==> src/hdl/plst_pkg.sv <==
// ----------------------------------------------------------------------------
// plst_pkg: shared types and constants of the positional list store
// Request and result layouts, operation and status codes, store geometry.
// ----------------------------------------------------------------------------
package plst_pkg;

    localparam int DEPTH  = 256;
    localparam int ADDR_W = $clog2(DEPTH);
    localparam int LEN_W  = $clog2(DEPTH + 1);
    localparam int POS_W  = 9;
    localparam int CNT_W  = 9;
    localparam int DATA_W = 32;
    localparam int CMP_W  = ((LEN_W > POS_W) ? LEN_W : POS_W) + 1;

    localparam logic [1:0] FN_GET = 2'd0;
    localparam logic [1:0] FN_INS = 2'd1;
    localparam logic [1:0] FN_DEL = 2'd2;

    localparam logic [1:0] ST_OK    = 2'd0;
    localparam logic [1:0] ST_RANGE = 2'd1;
    localparam logic [1:0] ST_FULL  = 2'd2;

    typedef struct packed {
        logic [1:0]               func;
        logic [POS_W-1:0]         position;
        logic signed [DATA_W-1:0] value;
    } t_req;

    typedef struct packed {
        logic signed [DATA_W-1:0] data;
        logic [1:0]               status;
        logic [CNT_W-1:0]         count;
    } t_rsp;

    typedef struct packed {
        logic              re;
        logic [ADDR_W-1:0] raddr;
        logic              we;
        logic [ADDR_W-1:0] waddr;
        logic [DATA_W-1:0] wdata;
    } t_ram_cmd;

    typedef enum logic [4:0] {
        S_IDLE  = 5'b00001,
        S_CHECK = 5'b00010,
        S_FETCH = 5'b00100,
        S_MOVE  = 5'b01000,
        S_FIN   = 5'b10000
    } t_state;

endpackage

==> src/hdl/plst_ctrl.sv <==
// ----------------------------------------------------------------------------
// plst_ctrl: request sequencer
// Checks the position, reads the addressed element of a get or delete, and
// walks the shift one element per cycle, with the read of one entry
// overlapping the write of the previous one.
// ----------------------------------------------------------------------------
module plst_ctrl (
    input  logic                        i_clk,
    input  logic                        i_rst_n,
    input  logic                        start,
    input  plst_pkg::t_req              i_req,
    output logic                        busy,
    output logic                        o_done,
    output plst_pkg::t_rsp              o_rsp,
    output plst_pkg::t_ram_cmd          o_ram_cmd,
    input  logic [plst_pkg::DATA_W-1:0] i_rdata
);
    import plst_pkg::*;

    t_state             r_state, n_state;
    logic [LEN_W-1:0]   r_len, n_len;
    logic               r_done, n_done;
    logic               r_pend, n_pend;
    t_rsp               r_rsp, n_rsp;
    logic [1:0]         r_func, n_func;
    logic [POS_W-1:0]   r_pos, n_pos;
    logic [DATA_W-1:0]  r_val, n_val;
    logic [DATA_W-1:0]  r_data, n_data;
    logic [ADDR_W-1:0]  r_rd, n_rd;
    logic [ADDR_W-1:0]  r_wa, n_wa;
    logic [LEN_W-1:0]   r_left, n_left;

    logic [POS_W-1:0]   pos_m1;
    logic [CMP_W-1:0]   pos_ext;
    logic [CMP_W-1:0]   len_ext;
    logic               in_rng;
    logic               ins_rng;
    logic               accept;

    assign accept  = start && (r_state == S_IDLE);
    assign pos_m1  = r_pos - POS_W'(1);
    assign pos_ext = CMP_W'(r_pos);
    assign len_ext = CMP_W'(r_len);
    assign in_rng  = (r_pos != '0) && (pos_ext <= len_ext);
    assign ins_rng = (r_pos != '0) && (pos_ext <= len_ext + CMP_W'(1));

    // Memory port control. Shift reads and writes never hit the same entry.
    always_comb begin
        o_ram_cmd.re    = ((r_state == S_CHECK) && in_rng &&
                           ((r_func == FN_GET) || (r_func == FN_DEL))) ||
                          ((r_state == S_MOVE) && (r_left != '0));
        o_ram_cmd.raddr = (r_state == S_CHECK) ? pos_m1[ADDR_W-1:0] : r_rd;
        o_ram_cmd.we    = ((r_state == S_MOVE) && r_pend) ||
                          ((r_state == S_FIN) && (r_func == FN_INS));
        o_ram_cmd.waddr = (r_state == S_FIN) ? pos_m1[ADDR_W-1:0] : r_wa;
        o_ram_cmd.wdata = (r_state == S_FIN) ? r_val : i_rdata;
    end

    always_comb begin
        n_state = r_state;
        n_len   = r_len;
        n_done  = 1'b0;
        n_pend  = r_pend;
        n_rsp   = r_rsp;
        n_func  = r_func;
        n_pos   = r_pos;
        n_val   = r_val;
        n_data  = r_data;
        n_rd    = r_rd;
        n_wa    = r_wa;
        n_left  = r_left;

        case (r_state)
            S_IDLE: begin
                if (accept) begin
                    n_func  = i_req.func;
                    n_pos   = i_req.position;
                    n_val   = i_req.value;
                    n_state = S_CHECK;
                end
            end
            S_CHECK: begin
                n_pend = 1'b0;
                n_rsp  = '{data: '0, status: ST_RANGE, count: CNT_W'(r_len)};
                case (r_func)
                    FN_GET, FN_DEL: begin
                        if (in_rng) begin
                            n_state = S_FETCH;
                        end else begin
                            n_done  = 1'b1;
                            n_state = S_IDLE;
                        end
                    end
                    FN_INS: begin
                        if (!ins_rng) begin
                            n_done  = 1'b1;
                            n_state = S_IDLE;
                        end else if (len_ext == CMP_W'(DEPTH)) begin
                            n_rsp.status = ST_FULL;
                            n_done       = 1'b1;
                            n_state      = S_IDLE;
                        end else begin
                            // Move entries length-1 down to pos-1 up by one.
                            n_rd    = ADDR_W'(r_len - LEN_W'(1));
                            n_left  = r_len - LEN_W'(pos_m1);
                            n_state = S_MOVE;
                        end
                    end
                    default: begin
                        n_done  = 1'b1;
                        n_state = S_IDLE;
                    end
                endcase
            end
            S_FETCH: begin
                n_data = i_rdata;
                if (r_func == FN_GET) begin
                    n_rsp   = '{data: i_rdata, status: ST_OK, count: CNT_W'(r_len)};
                    n_done  = 1'b1;
                    n_state = S_IDLE;
                end else begin
                    // Move entries pos up to length-1 down by one.
                    n_rd    = r_pos[ADDR_W-1:0];
                    n_left  = r_len - LEN_W'(r_pos);
                    n_state = S_MOVE;
                end
            end
            S_MOVE: begin
                if (r_left != '0) begin
                    n_pend = 1'b1;
                    if (r_func == FN_INS) begin
                        n_wa = r_rd + ADDR_W'(1);
                        n_rd = r_rd - ADDR_W'(1);
                    end else begin
                        n_wa = r_rd - ADDR_W'(1);
                        n_rd = r_rd + ADDR_W'(1);
                    end
                    n_left = r_left - LEN_W'(1);
                end else begin
                    n_pend  = 1'b0;
                    n_state = S_FIN;
                end
            end
            S_FIN: begin
                if (r_func == FN_INS) begin
                    n_len = r_len + LEN_W'(1);
                    n_rsp = '{data: '0, status: ST_OK, count: CNT_W'(r_len + LEN_W'(1))};
                end else begin
                    n_len = r_len - LEN_W'(1);
                    n_rsp = '{data: r_data, status: ST_OK,
                              count: CNT_W'(r_len - LEN_W'(1))};
                end
                n_done  = 1'b1;
                n_state = S_IDLE;
            end
            default: begin
                n_state = S_IDLE;
            end
        endcase
    end

    always_ff @(posedge i_clk) begin
        if (!i_rst_n) begin
            r_state <= S_IDLE;
            r_len   <= '0;
            r_done  <= 1'b0;
            r_pend  <= 1'b0;
        end else begin
            r_state <= n_state;
            r_len   <= n_len;
            r_done  <= n_done;
            r_pend  <= n_pend;
        end
    end

    always_ff @(posedge i_clk) begin
        r_rsp  <= n_rsp;
        r_func <= n_func;
        r_pos  <= n_pos;
        r_val  <= n_val;
        r_data <= n_data;
        r_rd   <= n_rd;
        r_wa   <= n_wa;
        r_left <= n_left;
    end

    assign busy   = (r_state != S_IDLE);
    assign o_done = r_done;
    assign o_rsp  = r_rsp;

endmodule

==> config.mk <==
export PLATFORM = sky130hd
export DESIGN_NAME = plst_ctrl
export DESIGN_NICKNAME = d
export VERILOG_FILES = /design/src/hdl/plst_pkg.sv /design/src/hdl/plst_ctrl.sv
export SDC_FILE = /design/constraint.sdc
export NUM_CORES = 1
export LEC_CHECK = 0
export ABC_AREA = 1
export ABC_CLOCK_PERIOD_IN_PS = 3400
export BUFFER_PORTS_ARGS = -buffer_cell sky130_fd_sc_hd__buf_4
export CAP_MARGIN = 20
export CORE_UTILIZATION = 42
export CTS_CLUSTER_SIZE = 25
export DETAILED_ROUTE_END_ITERATION = 10
export PLACE_DENSITY = 0.63
export SKIP_LAST_GASP = 1
export SYNTH_ARGS = -nofsm -noshare
export SYNTH_HDL_FRONTEND = slang
export SYNTH_SLANG_ARGS = --single-unit
==> constraint.sdc <==
create_clock -name i_clk -period 3.4 [get_ports i_clk]
set_input_delay 0.68 -clock i_clk [delete_from_list [all_inputs] [get_ports i_clk]]
set_output_delay 0.68 -clock i_clk [all_outputs]
set_load 0.05 [all_outputs]
==> results of run 1 <==
## layout by cell type (no fill, tap or decap), types with 3 or more instances in the layout
master     synthesis  layout
a21oi_1           30      30
a22o_1            22      22
a22oi_1            6       6
buf_4              1     186
clkbuf_16          0      17
clkinv_8           0       3
dfxtp_1           16      16
edfxtp_1         143     143
ha_1              32      32
inv_1             93      93
inv_2              5       5
inv_6              0       4
inv_8              0       5
mux2i_1            3       3
nand2_1          216     216
nand3_1           32      30
nand4_1            7       7
nor2_1            40      38
nor2_2             2       3
nor2_4             2       3
nor3_1            13      13
nor3_2             6       6
nor4_1             3       3
o211ai_1           3       3
o21ai_0           52      52
o21ai_1            9       9
o221ai_1           9       9
xnor2_1            6       6
xor2_1            32      32
## logic make-up after synthesis
group | Yosys count
flops | 159
compound gates | 140
xor+xnor | 38
mux | 3
fa+ha+maj | 34
buf+inv | 129
simple gates | 326
## routing by layer
metal | wire length (um) | global-route usage (%) | up-vias
met5 | 0 | 0 | -
met4 | 524 | 7.81 | 0
met2 | 10200 | 36.9 | 207
li1 | - | - | 3195
met1 | 9800 | 30.7 | 2977
met3 | 1300 | 3.91 | 34
## power by group
part | internal, mW | switching (mW)
clock network | 1.06 | 0.910
registers | 2.21 | 0.0372
logic | 0.223 | 0.442
## through the flow
stage               cells  util [%]  hold WS, ps  worst slack, ps
global route         1278      55.0          401            0.777
floorplan             829         -          461              120
CTS                  1278      55.0          401              224
finish               1278      55.0          419              189
global placement     1246      51.8          476              523
detailed placement   1246      51.8          480              477
## worst paths after layout
check             cells past startpoint  slack (ps)            end      start
setup / recovery                      8         190  o_ram_cmd[38]   r_pos[0]
hold / removal                        1         420      r_val[18]  i_req[18]
setup reg to reg                     16         420      r_left[1]   r_len[2]
hold reg to reg                       2         490         r_pend     r_pend
## state kept, by name, indices dropped and copies added, names as in the netlist
register	cells
o_done	1
o_rsp	43
r_data	32
r_func	2
r_left	9
r_len	9
r_pend	1
r_pos	9
r_rd	8
r_state	5
r_val	32
r_wa	8
## layout make-up
cell class,instances,area (sq um),area share (%)
Multi-Input combinational cell,541,3090,29.6
Sequential cell,159,4610,44.2
Inverter,99,372,3.56
Clock inverter,15,185,1.78
Tap cell,260,325,3.12
Clock buffer,17,425,4.08
Timing Repair Buffer,187,1420,13.6
==> results.ini, run 1 <==
[critical_path]
end_kind = primary output
crit_fanout = 5
worstSetupStartpointType = flip-flop
crit_type = reg -> out
path_cells = inv_1 > ha_1 > nand3_1 > nor2_2 > nand2_1 > xor2_1 > o21ai_0 > buf_4
slowest_stage = edfxtp_1
cp.arrival_ps = 2530
critPathRequiredTime_ps = 2720
critical_path_buf_inv_count = 2
critical_path.top_delay_family = buffers and inverters
max_stage_delay_ps = 430

[timing]
final_hold_viol_count = 0
fin_crit_ps = 3210
max_clock_freq_ghz = 0.311
fin_setup_tns_ps = 0
setup_viol = 0
grt_setup_unrepaired = no
period_share_pct = 94.4
relSlewSlack_pct = 56.1
maxSlewViolCount = 0
worst_pin_slew_ps = 659
finClkSkew_ps = 8.22

[floorplanning]
io_pins = 173
die_height_um = 142
die-area_sq_um = 20100
die_w_um = 142
rows = 50
core_area_sq_um = 19000
start_util_pct = 43.3

[route]
wire_per_inst_um = 17.1
wirelength_mm = 21.9
dr.pass1.iters = 5
vias_per_cell = 5.02
drc = 0
ant_nets = 0
drt_iter0_drc = 398
num_vias = 6413

[placed_design]
numPortBuffers = 172
hpwlAfterDp_mm = 16.1
dpl_cell_area_sq_um = 9820
place_congestion = 0.895

[cts]
clk_path_buf_depth = 2
tritoncts = done
ctsResizeCount = 0
cts_hold_buf = 0
post-cts-setup-buffer-count = 0
cts.clk_slew.worst_paths_ps = 70
h-tree-depth = 4
clk-insertion-delay-late_ps = 430
cts_buffers = 17
clkSinkCount = 159
root_buffer = clkbuf_16

[logic_synthesis]
yosysMostFrequentCell = nand2_1
ys_types = 39
synth_top_family_by_area = simple AND/OR/NAND/NOR gates
synthSimpleGateAreaFrac_pct = 17.0
synth_top_cell_area_share_pct = 52.3
synth_compound_area_share_pct = 10.6
synth-adder-area-share_pct = 5.36
synth_edf_count = 143
synth_common_cells = 216 x nand2_1, 143 x edfxtp_1, 93 x inv_1
synth_cells = 829
synth_nets = 941
synth_seq_cells = 159
synth_area_leaders = edfxtp_1 52%, nand2_1 9.9%, ha_1 4.9%
synth_async_sr_flop_share_pct = 0
ys_warn_count = 0
yosysSeqAreaShare_pct = 56.2
synth_mux_area_share_pct = 0.366
ys.flop_type = edfxtp_1
synth_xor_area_share_pct = 4.05
syn_avg_cell_area_sq_um = 9.91
yosysTopAreaCell = edfxtp_1
syn_area_sq_um = 8210

[finish]
diodes = 0
fillCellCount = 1716
finalNetCount = 1117
final_area_sq_um = 10400
syn_to_final_growth_pct = 27.0
drive_gt1_share_pct = 24.0

[grt]
grt.overflow.total = 0
grt_pass1_vias = 6183
antenna_found_initial = 0
grt_max_degree = 56
grt_pass1_wl_mm = 34.1
grt_usage_pct = 22.7

[power_and_ir_drop]
powerDensity_nw_per_um2 = 469
ir_drop_uv = 371
p_leak_nw = 4.50
p_total_mw = 4.89

[run_status]
outcome = finished clean

[min_path]
hold_path_class = in -> reg

[job]
drv_cap = 0

No activity file was read; power rests on OpenSTA's default activity.
==> run 2, diff against run 1 <==
- CELL_PAD_IN_SITES_DETAIL_PLACEMENT: default -> 0
- CELL_PAD_IN_SITES_GLOBAL_PLACEMENT: default -> 1
- PLACE_DENSITY: 0.63 -> 0.79
==> run 2 against run 1 <==
Combinational power grew 0.6%. Count of clock-buffer cells in the layout is the same. Hold slack lost 7.6 ps. Critical path depth is the same. Via count shrank 1.5%. Critical path type unchanged. Largest cell class unchanged. Largest power group unchanged. Highest routed layer unchanged.
==> results.ini, run 2 (synthesis gave the netlist of run 1 again) <==
[critical_path]
crit_top_cell = nand3_1
reg2reg_depth = 16  ; unchanged
cp.arrival_ps = 2490  ; -40 ps
path_cells = inv_1 > ha_1 > nor4_1 > nand3_1 > nand4_1 > nand3_1 > nand2_1 > buf_4
critPathRequiredTime_ps = 2720  ; about the same
max_stage_delay_ps = 460  ; +30 ps
r2r_slack_ps = 430  ; about the same
crit_type = reg -> out
r2r_end = r_rd[3]
crit_fanout = 9  ; +4
rr_startpoint = r_len[2]
worstSetupStartpointType = flip-flop
end_kind = primary output
slowest_stage = ha_1

[timing]
period_share_pct = 93.1  ; -1.3 points
setup_viol = 0  ; unchanged
fin_crit_ps = 3170  ; -45.4 ps
worst_pin_slew_ps = 815  ; +156 ps
grt_setup_unrepaired = no
max_clock_freq_ghz = 0.316  ; +1.4%
finClkSkew_ps = 17.7  ; +9.51 ps
holdWs_ps = 412  ; -7.64 ps
relSlewSlack_pct = 45.6  ; -10 points
maxSlewViolCount = 0  ; unchanged
final_hold_viol_count = 0  ; unchanged
fin_setup_tns_ps = 0  ; unchanged

[cts]
clk_path_buf_depth = 2  ; unchanged
clkSinkCount = 159  ; unchanged
ctsResizeCount = 0  ; unchanged
h-tree-depth = 4  ; unchanged
tritoncts = done
post-cts-setup-buffer-count = 0  ; unchanged
clk-insertion-delay-late_ps = 440  ; about the same
cts.clk_slew.worst_paths_ps = 80  ; about the same
cts_buffers = 17  ; unchanged
root_buffer = clkbuf_16
cts_hold_buf = 0  ; unchanged

[route]
dr.pass1.iters = 5  ; unchanged
num_vias = 6319  ; -1.5%
ant_nets = 0  ; unchanged
wire_per_inst_um = 17.0  ; -0.70%
wirelength_mm = 21.7  ; -0.86%
drc = 0  ; unchanged
drt_iter0_drc = 382  ; -4.0%
vias_per_cell = 4.95  ; -1.3%

[job]
drv_cap = 0  ; unchanged

[finish]
finalNetCount = 1115  ; -0.18%
final_area_sq_um = 10400  ; -0.11%
fin_util_pct = 55.0  ; -0.059 points
final_cell_mix = 216 x nand2_1, 182 x buf_4, 143 x edfxtp_1
diodes = 0  ; unchanged
syn_to_final_growth_pct = 26.9
drive_gt1_share_pct = 23.8  ; -0.15 points
final_common_cell = nand2_1
largest_register_ffs = 43  ; unchanged

[grt]
grt_max_degree = 55  ; -1.8%
grt_pass1_vias = 6129  ; -0.87%
grt_pass1_wl_mm = 33.3  ; -2.3%
antenna_found_initial = 0  ; unchanged
grt.overflow.total = 0  ; unchanged
grt_usage_pct = 22.2  ; -0.51 points

[min_path]
whs_path_depth = 1  ; unchanged
hold_path_class = in -> reg
hold_path_end = r_val[6]
min_from = i_req[6]

[floorplanning]
die_w_um = 142  ; unchanged
core_area_sq_um = 19000  ; unchanged
die_height_um = 142  ; unchanged
rows = 50  ; unchanged
start_util_pct = 43.3  ; unchanged
die-area_sq_um = 20100  ; unchanged
io_pins = 173  ; unchanged

[power_and_ir_drop]
ir_drop_uv = 320  ; -14%
pwr-share-comb_pct = 13.9  ; +0.3 points
swShare_pct = 28.7  ; +0.33 points
p_leak_nw = 4.49  ; -0.13%
powerDensity_nw_per_um2 = 462  ; -1.5%
power_frac_seq_pct = 46.8  ; +0.7 points
pwr-share-clk_pct = 39.3  ; -1.0 points
internal-power_mw = 3.43  ; -2.1%
p_total_mw = 4.81  ; -1.6%
switchingPower_mw = 1.38  ; -0.48%

[placed_design]
numPortBuffers = 172  ; unchanged
hpwlAfterDp_mm = 15.9  ; -1.1%
dpl_cell_area_sq_um = 9830  ; +0.10%
place_congestion = 0.907  ; +1.4%

[run_status]
outcome = finished clean

## run 2: how the worst max path moves through the flow
stage               startpoint            end  slack (ps)  depth (start not counted)
finish                r_len[0]  o_ram_cmd[49]         230                          8
global route          r_pos[0]  o_ram_cmd[49]          70                          8
CTS                   r_len[0]  o_ram_cmd[49]         210                          8
detailed placement    r_len[2]      r_left[2]         480                         16
global placement      r_len[2]      r_left[1]         530                         16
floorplan           r_state[2]      r_func[0]         120                          5
## run 2: layout make-up
type                            count  area [sq um]
Inverter                           99           372
Fill cell                        1733          8540
Multi-Input combinational cell    541          3090
Clock inverter                     15           164
Timing Repair Buffer              185          1430
Clock buffer                       17           425
Sequential cell                   159          4610
Tap cell                          260           325
## run 2: metrics by stage
step	instances	setup slack (ps)
floorplan	829	120
global placement	1244	530
detailed placement	1244	483
CTS	1276	209
global route	1276	74.2
finish	1276	235
## run 2: critical path: cells and delay by family, from the launching register on
kind | cells | cell delay, ps
simple gates | 5 | 850
flops | 1 | 350
buf+inv | 2 | 380
fa+ha+maj | 1 | 460
## run 2: power by group through the flow
stage | logic, mW | clock network, mW | registers [mW]
after global routing | 0.728 | 1.99 | 2.26
after detailed placement | 0.671 | 0 | 2.29
after global placement | 0.668 | 0 | 2.29
after CTS | 0.674 | 1.94 | 2.25
after floorplan | 0.359 | 0 | 2.34
final | 0.669 | 1.89 | 2.25
## run 2: metal layers
layer | global-route usage (%) | wire length (um)
met1 | 28.9 | 9760
met2 | 36.3 | 10300
met3 | 4.08 | 1060
met4 | 9.73 | 597
met5 | 0 | 0
